==> config.mk <==
export PLATFORM = sky130hd
export DESIGN_NAME = poly_voice_allocator_top
export DESIGN_NICKNAME = d
export VERILOG_FILES = /design/src/hdl/pva_pkg.sv /design/src/hdl/pva_ram.sv /design/src/hdl/poly_voice_allocator_top.sv
export SDC_FILE = /design/constraint.sdc
export NUM_CORES = 1
export LEC_CHECK = 0
export ABC_AREA = 1
export BUFFER_PORTS_ARGS = -buffer_cell sky130_fd_sc_hd__buf_2
export CELL_PAD_IN_SITES_DETAIL_PLACEMENT = 0
export CELL_PAD_IN_SITES_GLOBAL_PLACEMENT = 1
export CORE_AREA = 2 2 280 282
export CTS_CLUSTER_DIAMETER = 80
export DETAILED_ROUTE_END_ITERATION = 12
export DIE_AREA = 0 0 282 284
export PLACE_DENSITY = 0.88
export SLEW_MARGIN = 40
export SYNTH_ARGS = -nofsm -noshare
export SYNTH_HDL_FRONTEND = slang
export SYNTH_SLANG_ARGS = --single-unit
==> constraint.sdc <==
create_clock -name clk -period 8 [get_ports clk]
set_clock_uncertainty 0.1 [all_clocks]
set_input_delay 0.8 -clock clk [delete_from_list [all_inputs] [get_ports clk]]
set_output_delay 0.8 -clock clk [all_outputs]
set_load 0.03 [all_outputs]
==> src/hdl/pva_pkg.sv <==
`timescale 1ns / 1ps
package pva_pkg;
  localparam int VOICES = 16;
  localparam int SW = (VOICES > 1) ? $clog2(VOICES) : 1;
  localparam int CW = $clog2(VOICES + 1);
  localparam int KEYS = 128;

  typedef enum logic [1:0] {
    KIND_PRESS   = 2'd0,
    KIND_RELEASE = 2'd1,
    KIND_PEDAL   = 2'd2,
    KIND_TICK    = 2'd3
  } kind_t;

  typedef enum logic [1:0] {
    STG_PRESS    = 2'd0,
    STG_SUSTAIN  = 2'd1,
    STG_RELEASED = 2'd2
  } stage_t;

  typedef enum logic [3:0] {
    ST_IDLE,
    ST_STEAL,
    ST_SHIFT,
    ST_FIND,
    ST_WRITE,
    ST_PRESS_OUT,
    ST_TICK_RD,
    ST_TICK_WAIT,
    ST_TICK_EVAL,
    ST_TICK_OUT,
    ST_TICK_END,
    ST_TICK_LAST
  } state_t;

  typedef struct packed {
    logic [6:0]  key;
    logic [6:0]  vel;
    logic [1:0]  stg;
    logic [15:0] rel;
  } voice_t;
endpackage

==> src/hdl/pva_ram.sv <==
`timescale 1ns / 1ps
module pva_ram #(
  parameter int WIDTH = 8,
  parameter int DEPTH = 16
) (
  input  logic                     clk,
  input  logic                     we,
  input  logic [$clog2(DEPTH)-1:0] waddr,
  input  logic [WIDTH-1:0]         wdata,
  input  logic [$clog2(DEPTH)-1:0] raddr,
  output logic [WIDTH-1:0]         rdata
);
  logic [WIDTH-1:0] mem [DEPTH];

  always_ff @(posedge clk) begin
    if (we) begin
      mem[waddr] <= wdata;
    end
    rdata <= mem[raddr];
  end
endmodule

==> src/hdl/poly_voice_allocator_top.sv <==
`timescale 1ns / 1ps
// channel | ports                                                  | handshake
// in      | in_kind in_key in_velocity in_pedal_down               | in_valid/in_ready
// out     | out_voice_id out_voice_key out_voice_velocity out_stage | out_valid/out_ready
//         | out_release_count out_stolen out_last                  |
// cfg     | cfg_release_ticks                                      | cfg_we, no wait
// key release and pedal change only update the key map or pedal flag; a press
// steals and shifts the age list when all voices are busy, then scans for a slot,
// before its result is loaded; a tick reads, updates and writes back each voice in
// turn via the single voice store read port, frees expired ones, then hands over any held final report
// rst_n is synchronous; key map, slot flags, count and register clear at once.
// each result waits in the output register until transferred, stalling the walk;
// a tick holds each report back one voice so the last flag lands on the final survivor
module poly_voice_allocator_top (
  input  logic        clk,
  input  logic        rst_n,
  input  logic        in_valid,
  output logic        in_ready,
  input  logic [1:0]  in_kind,
  input  logic [6:0]  in_key,
  input  logic [6:0]  in_velocity,
  input  logic        in_pedal_down,
  output logic        out_valid,
  input  logic        out_ready,
  output logic [3:0]  out_voice_id,
  output logic [6:0]  out_voice_key,
  output logic [6:0]  out_voice_velocity,
  output logic [1:0]  out_stage,
  output logic [15:0] out_release_count,
  output logic        out_stolen,
  output logic        out_last,
  input  logic        cfg_we,
  input  logic [15:0] cfg_release_ticks
);
  localparam int SW = pva_pkg::SW;
  localparam int CW = pva_pkg::CW;
  localparam int VW = $bits(pva_pkg::voice_t);

  pva_pkg::state_t state_r, state_nxt;
  logic [pva_pkg::KEYS-1:0] held_r;
  logic pedal_r;
  logic [pva_pkg::VOICES-1:0] used_r, used_nxt;
  logic [SW-1:0] age_r [pva_pkg::VOICES];
  logic [CW-1:0] live_r, live_nxt;
  logic [15:0] rt_r;
  logic [CW-1:0] idx_r, idx_nxt, kept_r, kept_nxt;
  logic [SW-1:0] slot_r, slot_nxt;
  logic stolen_r, stolen_nxt;
  logic [6:0] key_r, vel_r;
  pva_pkg::voice_t cur_r, cur_nxt;
  logic age_we;
  logic [SW-1:0] age_wa, age_wd;

  logic v_we;
  logic [SW-1:0] v_wa, v_ra;
  pva_pkg::voice_t v_wd, v_rd;
  logic [VW-1:0] v_rd_raw;

  logic ov_r, ov_nxt;
  logic [3:0] oid_r, oid_nxt;
  pva_pkg::voice_t ovc_r, ovc_nxt;
  logic ost_r, ost_nxt, olast_r, olast_nxt;

  logic hv_r, hv_nxt;
  logic [3:0] hid_r, hid_nxt;
  pva_pkg::voice_t hvc_r, hvc_nxt;

  pva_ram #(.WIDTH(VW), .DEPTH(pva_pkg::VOICES)) u_voice_ram (
    .clk(clk), .we(v_we), .waddr(v_wa), .wdata(v_wd), .raddr(v_ra), .rdata(v_rd_raw)
  );
  assign v_rd = pva_pkg::voice_t'(v_rd_raw);

  logic free_hit;
  assign free_hit = (cur_r.stg == pva_pkg::STG_RELEASED) && (cur_r.rel >= rt_r);

  always_ff @(posedge clk) begin
    if (!rst_n) begin
      state_r <= pva_pkg::ST_IDLE;
      held_r  <= '0;
      pedal_r <= 1'b0;
      used_r  <= '0;
      live_r  <= '0;
      rt_r    <= '0;
      ov_r    <= 1'b0;
      hv_r    <= 1'b0;
    end else begin
      state_r <= state_nxt;
      used_r  <= used_nxt;
      live_r  <= live_nxt;
      ov_r    <= ov_nxt;
      hv_r    <= hv_nxt;
      if (cfg_we) begin
        rt_r <= cfg_release_ticks;
      end
      if (in_valid && in_ready) begin
        case (pva_pkg::kind_t'(in_kind))
          pva_pkg::KIND_PRESS:   held_r[in_key] <= 1'b1;
          pva_pkg::KIND_RELEASE: held_r[in_key] <= 1'b0;
          pva_pkg::KIND_PEDAL:   pedal_r <= in_pedal_down;
          default: ;
        endcase
      end
    end
  end

  always_ff @(posedge clk) begin
    idx_r    <= idx_nxt;
    kept_r   <= kept_nxt;
    slot_r   <= slot_nxt;
    stolen_r <= stolen_nxt;
    cur_r    <= cur_nxt;
    oid_r    <= oid_nxt;
    ovc_r    <= ovc_nxt;
    ost_r    <= ost_nxt;
    olast_r  <= olast_nxt;
    hid_r    <= hid_nxt;
    hvc_r    <= hvc_nxt;
    if (in_valid && in_ready) begin
      key_r <= in_key;
      vel_r <= in_velocity;
    end
    if (age_we) begin
      age_r[age_wa] <= age_wd;
    end
  end

  assign in_ready = (state_r == pva_pkg::ST_IDLE) && !ov_r;

  always_comb begin
    state_nxt  = state_r;
    used_nxt   = used_r;
    live_nxt   = live_r;
    idx_nxt    = idx_r;
    kept_nxt   = kept_r;
    slot_nxt   = slot_r;
    stolen_nxt = stolen_r;
    cur_nxt    = cur_r;
    ov_nxt     = ov_r && !out_ready;
    oid_nxt    = oid_r;
    ovc_nxt    = ovc_r;
    ost_nxt    = ost_r;
    olast_nxt  = olast_r;
    hv_nxt     = hv_r;
    hid_nxt    = hid_r;
    hvc_nxt    = hvc_r;
    age_we     = 1'b0;
    age_wa     = idx_r[SW-1:0];
    age_wd     = '0;
    v_we       = 1'b0;
    v_wa       = slot_r;
    v_wd       = cur_r;
    v_ra       = age_r[idx_r[SW-1:0]];
    case (state_r)
      pva_pkg::ST_IDLE: begin
        if (in_valid && in_ready) begin
          stolen_nxt = 1'b0;
          idx_nxt    = '0;
          kept_nxt   = '0;
          if (in_kind == pva_pkg::KIND_PRESS) begin
            state_nxt = (live_r >= CW'(pva_pkg::VOICES)) ? pva_pkg::ST_STEAL
                                                         : pva_pkg::ST_FIND;
          end else if (in_kind == pva_pkg::KIND_TICK) begin
            state_nxt = (live_r == '0) ? pva_pkg::ST_IDLE : pva_pkg::ST_TICK_RD;
          end
        end
      end
      pva_pkg::ST_STEAL: begin
        used_nxt[age_r[0]] = 1'b0;
        stolen_nxt = 1'b1;
        live_nxt   = CW'(pva_pkg::VOICES - 1);
        idx_nxt    = CW'(1);
        state_nxt  = (pva_pkg::VOICES > 1) ? pva_pkg::ST_SHIFT : pva_pkg::ST_FIND;
      end
      pva_pkg::ST_SHIFT: begin
        age_we = 1'b1;
        age_wa = SW'(idx_r - CW'(1));
        age_wd = age_r[idx_r[SW-1:0]];
        idx_nxt = idx_r + CW'(1);
        if (idx_r == CW'(pva_pkg::VOICES - 1)) begin
          idx_nxt   = '0;
          state_nxt = pva_pkg::ST_FIND;
        end
      end
      pva_pkg::ST_FIND: begin
        slot_nxt = idx_r[SW-1:0];
        if (!used_r[idx_r[SW-1:0]] || idx_r == CW'(pva_pkg::VOICES - 1)) begin
          state_nxt = pva_pkg::ST_WRITE;
        end else begin
          idx_nxt = idx_r + CW'(1);
        end
      end
      pva_pkg::ST_WRITE: begin
        used_nxt[slot_r] = 1'b1;
        v_we      = 1'b1;
        v_wd.key  = key_r;
        v_wd.vel  = vel_r;
        v_wd.stg  = pva_pkg::STG_PRESS;
        v_wd.rel  = '0;
        cur_nxt   = v_wd;
        age_we    = 1'b1;
        age_wa    = live_r[SW-1:0];
        age_wd    = slot_r;
        live_nxt  = live_r + CW'(1);
        state_nxt = pva_pkg::ST_PRESS_OUT;
      end
      pva_pkg::ST_PRESS_OUT: begin
        if (!ov_r) begin
          ov_nxt    = 1'b1;
          oid_nxt   = 4'(slot_r);
          ovc_nxt   = cur_r;
          ost_nxt   = stolen_r;
          olast_nxt = 1'b1;
          state_nxt = pva_pkg::ST_IDLE;
        end
      end
      pva_pkg::ST_TICK_RD: begin
        slot_nxt  = age_r[idx_r[SW-1:0]];
        state_nxt = pva_pkg::ST_TICK_WAIT;
      end
      pva_pkg::ST_TICK_WAIT: begin
        cur_nxt = v_rd;
        if (v_rd.stg == pva_pkg::STG_RELEASED && v_rd.rel != 16'hFFFF) begin
          cur_nxt.rel = v_rd.rel + 16'd1;
        end
        if ((v_rd.stg == pva_pkg::STG_PRESS || v_rd.stg == pva_pkg::STG_SUSTAIN) &&
            !held_r[v_rd.key]) begin
          cur_nxt.stg = pedal_r ? pva_pkg::STG_SUSTAIN : pva_pkg::STG_RELEASED;
        end
        state_nxt = pva_pkg::ST_TICK_EVAL;
      end
      pva_pkg::ST_TICK_EVAL: begin
        v_we = 1'b1;
        if (free_hit) begin
          used_nxt[slot_r] = 1'b0;
          state_nxt = pva_pkg::ST_TICK_END;
        end else begin
          age_we    = 1'b1;
          age_wa    = kept_r[SW-1:0];
          age_wd    = slot_r;
          kept_nxt  = kept_r + CW'(1);
          state_nxt = pva_pkg::ST_TICK_OUT;
        end
      end
      pva_pkg::ST_TICK_OUT: begin
        if (!hv_r) begin
          hv_nxt    = 1'b1;
          hid_nxt   = 4'(slot_r);
          hvc_nxt   = cur_r;
          state_nxt = pva_pkg::ST_TICK_END;
        end else if (!ov_r) begin
          ov_nxt    = 1'b1;
          oid_nxt   = hid_r;
          ovc_nxt   = hvc_r;
          ost_nxt   = 1'b0;
          olast_nxt = 1'b0;
          hid_nxt   = 4'(slot_r);
          hvc_nxt   = cur_r;
          state_nxt = pva_pkg::ST_TICK_END;
        end
      end
      pva_pkg::ST_TICK_END: begin
        idx_nxt = idx_r + CW'(1);
        if (idx_r + CW'(1) >= live_r) begin
          live_nxt  = kept_r;
          state_nxt = hv_r ? pva_pkg::ST_TICK_LAST : pva_pkg::ST_IDLE;
        end else begin
          state_nxt = pva_pkg::ST_TICK_RD;
        end
      end
      pva_pkg::ST_TICK_LAST: begin
        if (!ov_r) begin
          ov_nxt    = 1'b1;
          oid_nxt   = hid_r;
          ovc_nxt   = hvc_r;
          ost_nxt   = 1'b0;
          olast_nxt = 1'b1;
          hv_nxt    = 1'b0;
          state_nxt = pva_pkg::ST_IDLE;
        end
      end
      default: state_nxt = pva_pkg::ST_IDLE;
    endcase
  end

  assign out_valid          = ov_r;
  assign out_voice_id       = oid_r;
  assign out_voice_key      = ovc_r.key;
  assign out_voice_velocity = ovc_r.vel;
  assign out_stage          = ovc_r.stg;
  assign out_release_count  = ovc_r.rel;
  assign out_stolen         = ost_r;
  assign out_last           = olast_r;

  a_ready_idle: assert property (@(posedge clk) disable iff (!rst_n)
    in_ready |-> state_r == pva_pkg::ST_IDLE) else $error("ready outside idle");
  a_live_bound: assert property (@(posedge clk) disable iff (!rst_n)
    live_r <= CW'(pva_pkg::VOICES)) else $error("live count overflow");
  a_out_hold: assert property (@(posedge clk) disable iff (!rst_n)
    out_valid && !out_ready |=> out_valid && $stable(oid_r)) else $error("result lost");
endmodule
==> qor.yml, run 1 <==
run_status:
  outcome: "completed"
setup_path:
  path_max_fanout: 91
  worst_ep_required_time_ns: 8.44
  arrival_ns: 4.86
  cp-start-kind: "flip-flop"
  critical_path_class: "reg2reg"
  reg2reg_setup_slack_ns: 3.58
  cp-end-kind: "flip-flop"
logic_synthesis:
  synth-edff-count: 711
  ys_ff_latch: 919
  netlist_instances: 4215
  yosys.area_share.xor_xnor_pct: 0.172
  ys_types: 47
  synth_top_area_share_pct: 52.5
  yosysTopAreaCell: "edfxtp_1"
  yosys.area_share.adder_pct: 0.893
  synthSimpleGateAreaFrac_pct: 21.4
  async_reset_ff_share_pct: 0
  ys_warn_count: 0
  ys_seq_area_share_pct: 62.8
  synthFlopType: "edfxtp_1"
  synthMuxAreaShare_pct: 0
  syn_nets: 4282
  synth-compound-area-share_pct: 7.13
  syn-mean-instance-area_sq_um: 9.64
  synth_top_family_by_area: "simple AND/OR/NAND/NOR gates"
  netlist_area_sq_um: 40600
  synth.area.top_cells: "edfxtp_1, dfxtp_1, nand2_1"
final_layout:
  final_nets: 4292
  multi_input_comb_area_sq_um: 12300
  layout_common_cells: "nand2_1, edfxtp_1, nand3_1, inv_1, o21ai_0"
  drive_gt1_share_pct: 8.78
  final_common_cell: "nand2_1"
  nFillCells: 6389
  seqCellArea_sq_um: 25500
  antenna_cells: 0
  areaGrowthSynthToFinish_pct: 11.1
global_routing:
  first_global_vias: 27800
  antenna_found_initial: 0
  grt_pass1_wl_microns: 163000
  grt_overflow: 0
  track_usage_pct: 26.8
  grt_max_degree: 180
route:
  drt_iter0_markers: 3287
  vias: 29600
  drc: 0
  antenna_left: 0
  viasPerCell: 5.54
  wl_per_cell_microns: 20.2
  first_pass_iters: 6
  finalWirelength_microns: 108000
sta:
  rsz0062_at_grt: "false"
  drv_slew: 0
  worstMarginPinSlew_ns: 0.848
  finalCritPeriodShare_pct: 55.3
  relSlewSlack_pct: 43.4
  setup_slack_ns: 3.58
  setup_tns_ns: 0
  finalSetupViolCount: 0
  max_freq_mhz: 226
  hold_viol: 0
  fin_crit_ns: 4.42
cts:
  cts_tree: "yes"
  holdBufCountCts: 0
  path_clk_slew_ns: 0.07
  cts_buffer_depth: 3
  cts_max_level: 3
  cts.sinks: 919
  numCtsBuffers: 92
  cts-root-buf: "clkbuf_16"
  postCtsSetupBuffers: 0
  cts_resized: 0
  clock_latency_ns: 0.67
place:
  gp_congestion: 0.874
  place_ws_ns: 3.68
  io_buffers: 77
  place_hpwl_microns: 59100
floorplanning:
  die_y_microns: 284
  fp.dieW_microns: 282
  core-area_sq_um: 77000
  std_cell_rows: 102
  fp.dieArea_sq_um: 80100
  start_util_pct: 52.8
  ios: 78
power_and_ir_drop:
  leakage_uw: 0.0177
  ir_worst_vdd_mv: 0.311
  powerDensity_nw_per_um2: 360
run:
  cap_violations: 0
min_path:
  hold_start: "in_velocity[0]"
  hp-class: "in2reg"
[metal layers]
metal	share of wire, %	up-vias	GRT usage (%)	wire length, microns
met3	8.1	240	4.31	8740
met4	3.4	0	9.52	3630
met1	41	14000	36.8	44700
met5	0	-	0	0
li1	-	14200	-	-
met2	47	1208	43.2	51100
[path summary, 6_finish.rpt]
path,to,depth (start not counted)
worst max-delay path,u_voice_ram.rdata[16],13
worst min-delay path,vel_r[0],1
worst max register to register,u_voice_ram.rdata[16],13
worst min register to register,hvc_r[17],0
[stage by stage]
stage                     hold slack (ns)  instance area, sq um  util [%]  std cells  power [uW]
final                               0.208                 45200      58.7       5345       16300
after global routing                0.187                 45200      58.7       5345       17100
after CTS                           0.185                 45100      58.6       5343       16200
after detailed placement            0.336                 42100      54.7       5169       11900
after global placement              0.330                 41900      54.5       5165       11800
after floorplan                     0.326                 40600         -       4215       10200
[critical path, cell delays in order (launching register included)]
cell and delay [ns]:
dfxtp_1 0.32, buf_4 0.32, inv_2 0.28, o21ai_0 0.30, o211ai_1 0.17, nand3_4 0.55
nand2_8 0.48, inv_4 0.73, buf_12 0.39, nand2_1 0.09, nand3_1 0.08, nand3_1 0.10
nand3_1 0.12, nand2_1 0.05
[power by group]
group / leakage (uW) / internal, uW / total, uW / switching, uW
Clock: 0.00148 / 2470 / 4340 / 1870
Combinational: 0.00808 / 1610 / 5890 / 4280
Sequential: 0.00813 / 5770 / 6030 / 269
[area by class of cell]
class / count / share of cell area (%)
flip-flops and latches: 919 / 56.5
multi-input cells: 2529 / 27.2
clock buffers: 117 / 5.42
inverters: 543 / 4.53
well taps: 1040 / 2.88
repair buffers: 140 / 2.16
clock inverters: 57 / 1.29
[logic make-up after synthesis]
family	Yosys count
AND/OR/NAND/NOR	1942
flip-flops	919
buffers and inverters	767
AO/OA/AOI/OAI	550
adder cells (fa/ha/maj)	29
XOR/XNOR	8
[synthesized netlist by cell type (8+ instances only)]
| cell | instances |
|---|---|
| nand4_1 | 13 |
| or2_2 | 8 |
| o21ai_0 | 276 |
| o211ai_1 | 9 |
| nor3_1 | 16 |
| buf_2 | 94 |
| nor2_1 | 310 |
| buf_4 | 26 |
| xor2_1 | 8 |
| inv_1 | 529 |
| dfxtp_1 | 208 |
| nand3b_1 | 122 |
| o22ai_1 | 10 |
| clkbuf_1 | 95 |
| o21ai_1 | 11 |
| a31oi_1 | 20 |
| inv_2 | 11 |
| nand3_1 | 575 |
| ha_1 | 29 |
| edfxtp_1 | 711 |
| a21oi_1 | 203 |
| nand2_1 | 869 |
No activity file was read; power rests on OpenSTA's default activity.
==> run 2: changes to the inputs <==
--- a/config.mk
+++ b/config.mk
@@ -9,11 +9,11 @@
 export BUFFER_PORTS_ARGS = -buffer_cell sky130_fd_sc_hd__buf_2
 export CELL_PAD_IN_SITES_DETAIL_PLACEMENT = 0
 export CELL_PAD_IN_SITES_GLOBAL_PLACEMENT = 1
-export CORE_AREA = 2 2 280 282
+export CORE_AREA = 2 2 304 306
 export CTS_CLUSTER_DIAMETER = 80
 export DETAILED_ROUTE_END_ITERATION = 12
-export DIE_AREA = 0 0 282 284
-export PLACE_DENSITY = 0.88
+export DIE_AREA = 0 0 306 308
+export PLACE_DENSITY = 0.8
 export SLEW_MARGIN = 40
 export SYNTH_ARGS = -nofsm -noshare
 export SYNTH_HDL_FRONTEND = slang
==> constraint.sdc (replaced) <==
create_clock -name clk -period 4 [get_ports clk]
set_clock_uncertainty 0.1 [all_clocks]
set_input_delay 0.4 -clock clk [delete_from_list [all_inputs] [get_ports clk]]
set_output_delay 0.4 -clock clk [all_outputs]
set_load 0.03 [all_outputs]
==> qor.yml, run 2 (synthesized netlist as in run 1, its figures left out) <==
run_status:
  outcome: "completed"
cts:
  cts-root-buf: "clkbuf_16"
  cts_max_level: 3  # unchanged
  cts.sinks: 919  # unchanged
  postCtsSetupBuffers: 0  # unchanged
  path_clk_slew_ns: 0.06  # about the same
  cts_buffer_depth: 3  # unchanged
  clock_latency_ns: 0.66  # about the same
  cts_tree: "yes"
  numCtsBuffers: 94  # +2.2%
  holdBufCountCts: 34  # +34
  cts_resized: 0  # unchanged
sta:
  finalCritPeriodShare_pct: 78.0  # +23 points
  worstMarginPinSlew_ns: 0.914  # +0.0662 ns
  drv_slew: 0  # unchanged
  finalSetupViolCount: 0  # unchanged
  fin_crit_ns: 3.12  # -1.30 ns
  relSlewSlack_pct: 39.0  # -4.4 points
  setup_tns_ns: 0  # unchanged
  rsz0062_at_grt: "false"
  hold_viol: 0  # unchanged
  max_freq_mhz: 320  # +42%
  fin_hold_ws_ns: 0.0876  # -0.120 ns
floorplanning:
  fp.dieW_microns: 306  # +8.5%
  core-area_sq_um: 91000  # +18%
  std_cell_rows: 111  # +8.8%
  die_y_microns: 308  # +8.5%
  fp.dieArea_sq_um: 94200  # +18%
  start_util_pct: 44.7  # -8.1 points
  ios: 78  # unchanged
setup_path:
  path_max_fanout: 5  # -95%
  r2r-start: "cur_r[7]"
  crit_start: "cur_r[7]"
  critPathMaxStageDelay_ns: 0.43  # -0.30 ns
  cp_common_cell: "nand2_1"
  reg2reg_setup_slack_ns: 0.88  # -2.70 ns
  r2r_cells: 14  # +1
  arrival_ns: 3.33  # -1.53 ns
  critical_path_class: "reg2reg"
  worst_ep_required_time_ns: 4.21  # -4.23 ns
  worstReg2RegEnd: "age_r[10][0]"
  cp-start-kind: "flip-flop"
  cp-end-kind: "flip-flop"
  cp_slowest_cell: "edfxtp_1"
  crit_chain: "ha_1, a21oi_1, nand2_1, a21oi_1, nand2_1, nand2_1, nand2_1, nand2_1, nand2_1, o21ai_0, inv_1, nand2_1, nand2_1, nor2_1"
route:
  first_pass_iters: 6  # unchanged
  wl_per_cell_microns: 20.1  # -0.58%
  drc: 0  # unchanged
  drt_iter0_markers: 2999  # -8.8%
  viasPerCell: 5.37  # -3.1%
  antenna_left: 0  # unchanged
  finalWirelength_microns: 112000  # +3.2%
  vias: 29800  # +0.52%
place:
  io_buffers: 77  # unchanged
  place_hpwl_microns: 63200  # +7.0%
  place_inst: 5334  # +3.2%
  gp_congestion: 0.864  # -1.1%
min_path:
  hold_start: "in_valid"
  hp-class: "in2reg"
  hold_end: "stolen_r"
  holdPathStages: 3  # +2
final_layout:
  areaGrowthSynthToFinish_pct: 13.0
  final_common_cell: "nand2_1"
  layout_common_cells: "nand2_1, edfxtp_1, nand3_1, inv_1, o21ai_0"
  nFillCells: 8163  # +28%
  antenna_cells: 0  # unchanged
  drive_gt1_share_pct: 8.92  # +0.14 points
  finalNonFillerCells: 5546  # +3.8%
  final_util_pct: 50.5  # -8.2 points
  final_nets: 4346  # +1.3%
power_and_ir_drop:
  leakage_uw: 0.0180  # +1.4%
  finalPower_uw: 33100  # +100%
  ir_worst_vdd_mv: 0.640  # +110%
  powerDensity_nw_per_um2: 721  # +100%
global_routing:
  grt_pass1_wl_microns: 170000  # +4.3%
  antenna_found_initial: 0  # unchanged
  grt_max_degree: 144  # -20%
  grt_overflow: 0  # unchanged
  track_usage_pct: 23.5  # -3.4 points
  first_global_vias: 28100  # +1.2%
run:
  cap_violations: 0  # unchanged
run 2: per-layer routing:
layer  share of wire, %  global-route usage, %  wire [microns]
met5                  0                      0               0
met4                2.8                   6.99            3120
met3                5.9                   3.05            6620
met2                 48                   39.0           53500
met1                 43                   32.1           48300
run 2: cell type report:
| type | instances | area [sq um] | share of cell area, % |
|---|---|---|---|
| multi-input cells | 2529 | 12300 | 26.7 |
| inverters | 543 | 2040 | 4.45 |
| well taps | 1186 | 1480 | 3.23 |
| clock inverters | 49 | 468 | 1.02 |
| repair buffers | 192 | 1510 | 3.29 |
| flip-flops and latches | 919 | 25500 | 55.6 |
| clock buffers | 128 | 2620 | 5.72 |
run 2: how the worst max path moves through the flow:
| stage | endpoint | slack, ns |
|---|---|---|
| final | age_r[10][0] | 0.88 |
| after global routing | age_r[11][1] | 0.51 |
| after CTS | age_r[3][3] | 0.89 |
| after detailed placement | age_r[3][0] | 0.90 |
| after global placement | age_r[10][0] | 0.91 |
| after floorplan | hid_r[0] | 0.94 |
run 2: critical path: cells and delay by family (launching register included):
| kind | cells | cell delay, ns |
|---|---|---|
| buf+inv | 1 | 0.07 |
| flops | 1 | 0.43 |
| compound gates | 3 | 0.66 |
| fa+ha+maj | 1 | 0.31 |
| simple gates | 9 | 1.20 |
run 2: report_power, final:
part	switching [uW]	internal (uW)
registers	632	11500
logic	8750	3360
clock network	3700	5120
run 2: through the flow:
step                worst slack, ns  instance area (sq um)
finish                        0.878                  45900
global route                  0.512                  45900
CTS                           0.887                  45900
detailed placement            0.898                  42400
global placement              0.912                  42400
floorplan                     0.936                  40600
